**config.mk**
```make
export PLATFORM = sky130hd
export DESIGN_NAME = mcs_ram
export DESIGN_NICKNAME = d
export VERILOG_FILES = /design/src/hw/rtl/mcs_ram.sv
export SDC_FILE = /design/constraint.sdc
export NUM_CORES = 1
export LEC_CHECK = 0
export BUFFER_PORTS_ARGS = -buffer_cell sky130_fd_sc_hd__buf_2
export CORE_MARGIN = 2
export CORE_UTILIZATION = 41
export DETAILED_ROUTE_END_ITERATION = 8
export HOLD_SLACK_MARGIN = 0.12
export SLEW_MARGIN = 25
export SYNTH_ARGS = -nofsm -noshare
export SYNTH_HDL_FRONTEND = slang
export SYNTH_SLANG_ARGS = --single-unit
```
**constraint.sdc**
```tcl
create_clock -name clock -period 3 [get_ports clock]
set_clock_uncertainty 0.05 [all_clocks]
set_input_delay 0.45 -clock clock [delete_from_list [all_inputs] [get_ports clock]]
set_output_delay 0.45 -clock clock [all_outputs]
set_load 0.01 [all_outputs]
```
**src/hw/rtl/mcs_ram.sv**
```systemverilog
// Generic single-write, single-read RAM with a registered read port.
module mcs_ram #(
   parameter int WIDTH = 8,
   parameter int DEPTH = 16
) (
   input  logic                     clock,
   input  logic                     wr_en,
   input  logic [$clog2(DEPTH)-1:0] wr_addr,
   input  logic [WIDTH-1:0]         wr_data,
   input  logic [$clog2(DEPTH)-1:0] rd_addr,
   output logic [WIDTH-1:0]         rd_data
);

   logic [WIDTH-1:0] mem_ff [DEPTH];
   logic [WIDTH-1:0] rd_data_ff;

   // Write port and registered read port; a read of the address being
   // written returns the old contents.
   always_ff @(posedge clock) begin
      if (wr_en) begin
         mem_ff[wr_addr] <= wr_data;
      end
      rd_data_ff <= mem_ff[rd_addr];
   end

   assign rd_data = rd_data_ff;

endmodule

```
Word-level counts from Yosys, hierarchy flattened
Memory sizes are Yosys's and may differ from the RTL's. A register that Yosys moved wholly into a read port is not among the register bits.
Cells that the tools add are included.
{"block": "word_totals", "ff_bits": 0, "mem_bits_rw": 128, "inputBits": 18, "out_inout_bits": 8, "word_cells": 3, "mem_count": 1}
{"memory": "mem_ff", "depth": 16, "word_bits": 8, "read_ports": 1, "rd_ports_with_merged_regs": 1, "wr": 1, "line": "14", "source": "logic [WIDTH-1:0] mem_ff [DEPTH];"}
{"block": "op_classes", "n_mux": 2}
{"cell": "1-bit 2-to-1 mux", "count": 2}

Depth between registers and ports, before layout
{"block": "depth", "depth_word": 2, "mapped_depth": 5, "mapped_depth_nobuf": 3}

Worst setup path after synthesis
Ideal clock, no wire load.
{"block": "synth_path", "kind": "input to register", "start": "input port wr_addr[2]", "end": "memory mem_ff[0][0], enable pin", "setup_time_ns": 0.383, "arrival_time_ns": 1.560, "required_time_ns": 2.567, "slack_ns": 1.007, "path_stages": 2, "path_buffers": 0, "cell_sequence": "or3b_2 > nor3_1"}
{"item": "start, declared", "line": "8", "source": "input logic [$clog2(DEPTH)-1:0] wr_addr,"}
{"item": "end, declared", "line": "14"}
No word-level cell before the write port.

Worst setup path in the final report
{"block": "layout_path", "start": "input port wr_addr[2]", "end": "memory mem_ff[1][1], enable pin"}
No word-level cell before the write port.

==> impl_metrics.py <==
metrics = {
    "clocking": {
        "post_cts_buffers": 0,
        "htreeDepth": 4,
        "cts.clk_slew.worst_paths_ns": 0.06,
        "clk_path_buf_depth": 2,
        "numClockSinks": 136,
        "ctsResizeCount": 0,
        "ctsHoldBuffers": 0,
        "clock_latency_ns": 0.41,
        "cts_buffers": 17,
        "cts_tree": "built",
        "cts_root_buffer": "clkbuf_16",
    },
    "power_and_ir_drop": {
        "p_leak_nw": 2.06,
        "p_total_mw": 4.37,
        "ir_drop_uv": 396,
        "power_density_nw_per_um2": 715,
    },
    "global_route": {
        "grt_max_degree": 22,
        "grt.total_usage": 0.170,
        "grt_pass1_vias": 2479,
        "grt-ovfl-total": 0,
        "antenna_found_initial": 0,
        "grt_first_pass_wirelength_um": 15500,
    },
    "final_layout": {
        "fin_util": 0.504,
        "diodes": 0,
        "final_nets": 296,
        "syn2layout_area_growth_pct": 18.7,
        "fin_area_um2": 6110,
        "drive_above_1_share": 0.302,
    },
    "sta": {
        "period_share": 0.581,
        "rsz0062_at_grt": "no",
        "totalNegativeSetupSlack_ns": 0,
        "period_minus_slack_ns": 1.74,
        "worst_pin_slew_ns": 0.937,
        "drv_slew": 0,
        "hold_violations": 0,
        "max_freq_ghz": 0.574,
        "timing.slew.headroom": 0.373,
        "setup_violations": 0,
    },
    "placement": {
        "placed_area_um2": 5520,
        "numPortBuffers": 25,
        "gp_congestion": 0.713,
        "hpwl_um": 6510,
    },
    "critical_path": {
        "arrival_ns": 1.73,
        "worstPathCellList": "buf_2 -> or3b_2 -> nor2_1",
        "cp_data_required_time_ns": 2.99,
        "critPathCaptureType": "flip-flop",
        "critPathMaxFanout": 8,
        "crit_buf_inv": 1,
        "cpLargestDelayFamily": "simple AND/OR/NAND/NOR gates",
        "critPathMaxStageDelay_ns": 0.65,
        "critPathSlowestCell": "nor2_1",
        "critPathKind": "input port to flip-flop",
        "cp-start-kind": "input port",
    },
    "floorplan": {
        "dieArea_um2": 13500,
        "num_rows": 40,
        "start_util": 0.425,
        "io_pins": 26,
        "core_area_um2": 12100,
        "die_w_um": 116,
        "die_y_um": 116,
    },
    "synth": {
        "yosys.area_share.xor_xnor": 0,
        "avgSynthCellArea_um2": 22.5,
        "ys_top_cells_by_area": "edfxtp_1, mux4_2, mux4_1",
        "ys_types": 19,
        "synth_simple_gate_area_frac": 0.0318,
        "ys.flop_type": "edfxtp_1",
        "synthAdderAreaFrac": 0,
        "syn_nets": 247,
        "syn_area_um2": 5150,
        "synth_edf_count": 128,
        "muxShareOfSynthArea": 0.150,
        "ys_top_cells_by_count": "edfxtp_1, mux4_2, a22oi_1",
        "synth.ff_latch_count": 136,
        "netlist.area_leader.share": 0.747,
        "yosys_warnings": 0,
        "synth_top_area_cell": "edfxtp_1",
        "synth_compound_area_frac": 0.0233,
        "synthCells": 229,
        "async_reset_ff_frac": 0,
        "synth_top_family_by_area": "multiplexers",
        "synth.most_common_cell": "edfxtp_1",
        "ys_seq_area_frac": 0.778,
    },
    "routing": {
        "antenna_left": 0,
        "drc": 0,
        "dr.pass1.iters": 4,
        "post_drt_wl_per_cell_um": 22.2,
        "via_per_inst": 5.26,
        "num_vias": 2416,
        "drt_iter0_drc": 169,
        "wirelength_um": 10200,
    },
    "run": {
        "max-cap-violations": 0,
    },
    "hold_path": {
        "hold_path.class": "input port to flip-flop",
    },
    "outcome": {
        "status": "finished clean",
    },
}
[logic make-up after synthesis]
logic type             after synthesis
muxes                               32
and+or+nand+nor                     35
DFF                                136
buffers and inverters               10
AOI/OAI and AO/OA                   16
[flip-flops by register name (all words and copies together), names as in the netlist]
signal	cells
mem_ff	128
rd_data	8
[cell usage in the layout, fill, tap and decap left out]
| cell | netlist | final |
|---|---|---|
| dfxtp_1 | 8 | 8 |
| mux4_2 | 18 | 18 |
| clkinv_1 | 0 | 2 |
| buf_4 | 1 | 14 |
| buf_2 | 3 | 25 |
| buf_12 | 0 | 1 |
| nor2_1 | 13 | 13 |
| nor2b_1 | 1 | 1 |
| bufinv_16 | 0 | 3 |
| mux4_1 | 14 | 14 |
| nand3b_1 | 2 | 2 |
| or3b_2 | 1 | 1 |
| clkinv_4 | 0 | 2 |
| clkbuf_16 | 0 | 17 |
| nand2_1 | 9 | 9 |
| and2b_1 | 1 | 1 |
| clkinvlp_4 | 0 | 3 |
| clkbuf_1 | 0 | 1 |
| and2_1 | 1 | 1 |
| clkinv_2 | 0 | 4 |
| nand3_1 | 1 | 1 |
| nor3_1 | 4 | 4 |
| nand2b_1 | 2 | 2 |
| edfxtp_1 | 128 | 128 |
| a22oi_1 | 16 | 16 |
[power by group]
group          leakage, nW  switching, mW  total, mW  internal (mW)
clock network        0.281          0.738       2.03           1.29
registers             1.22         0.0122       2.14           2.13
logic                0.553          0.117      0.201         0.0832
[metal layers]
| layer | track usage | wire length (um) | share of wire |
|---|---|---|---|
| met5 | 0 | 0 | 0 |
| met4 | 0.0595 | 108 | 0.011 |
| met3 | 0.0439 | 556 | 0.055 |
| met2 | 0.266 | 5120 | 0.50 |
| met1 | 0.234 | 4410 | 0.43 |
[metrics by stage]
stage          cells  setup WS [ns]  hold slack [ns]
6_report         459           1.26            0.377
5_1_grt          459           1.19            0.388
4_1_cts          459           1.25            0.369
3_5_place_dp     427          0.820            0.599
3_3_place_gp     427          0.811            0.591
2_1_floorplan    229           1.01            0.499
[worst paths after layout]
check / start / end / slack [ns] / depth (start not counted)
worst max-delay path: wr_addr[2] / mem_ff[1][1]$_DFFE_PP_ / 1.26 / 3
worst min-delay path: wr_data[6] / mem_ff[14][6]$_DFFE_PP_ / 0.38 / 1
worst max register to register: mem_ff[9][4]$_DFFE_PP_ / rd_data[4]$_DFF_P_ / 1.47 / 3
worst min register to register: mem_ff[7][2]$_DFFE_PP_ / rd_data[2]$_DFF_P_ / 0.61 / 3
[final cells by class]
class | count | area, um2
Multi-Input combinational cell | 83 | 1060
Clock inverter | 14 | 158
Fill cell | 1012 | 6000
Clock buffer | 18 | 429
Tap cell | 168 | 210
Sequential cell | 136 | 4000
Timing Repair Buffer | 40 | 250
Power figures use the tool's default switching activity.
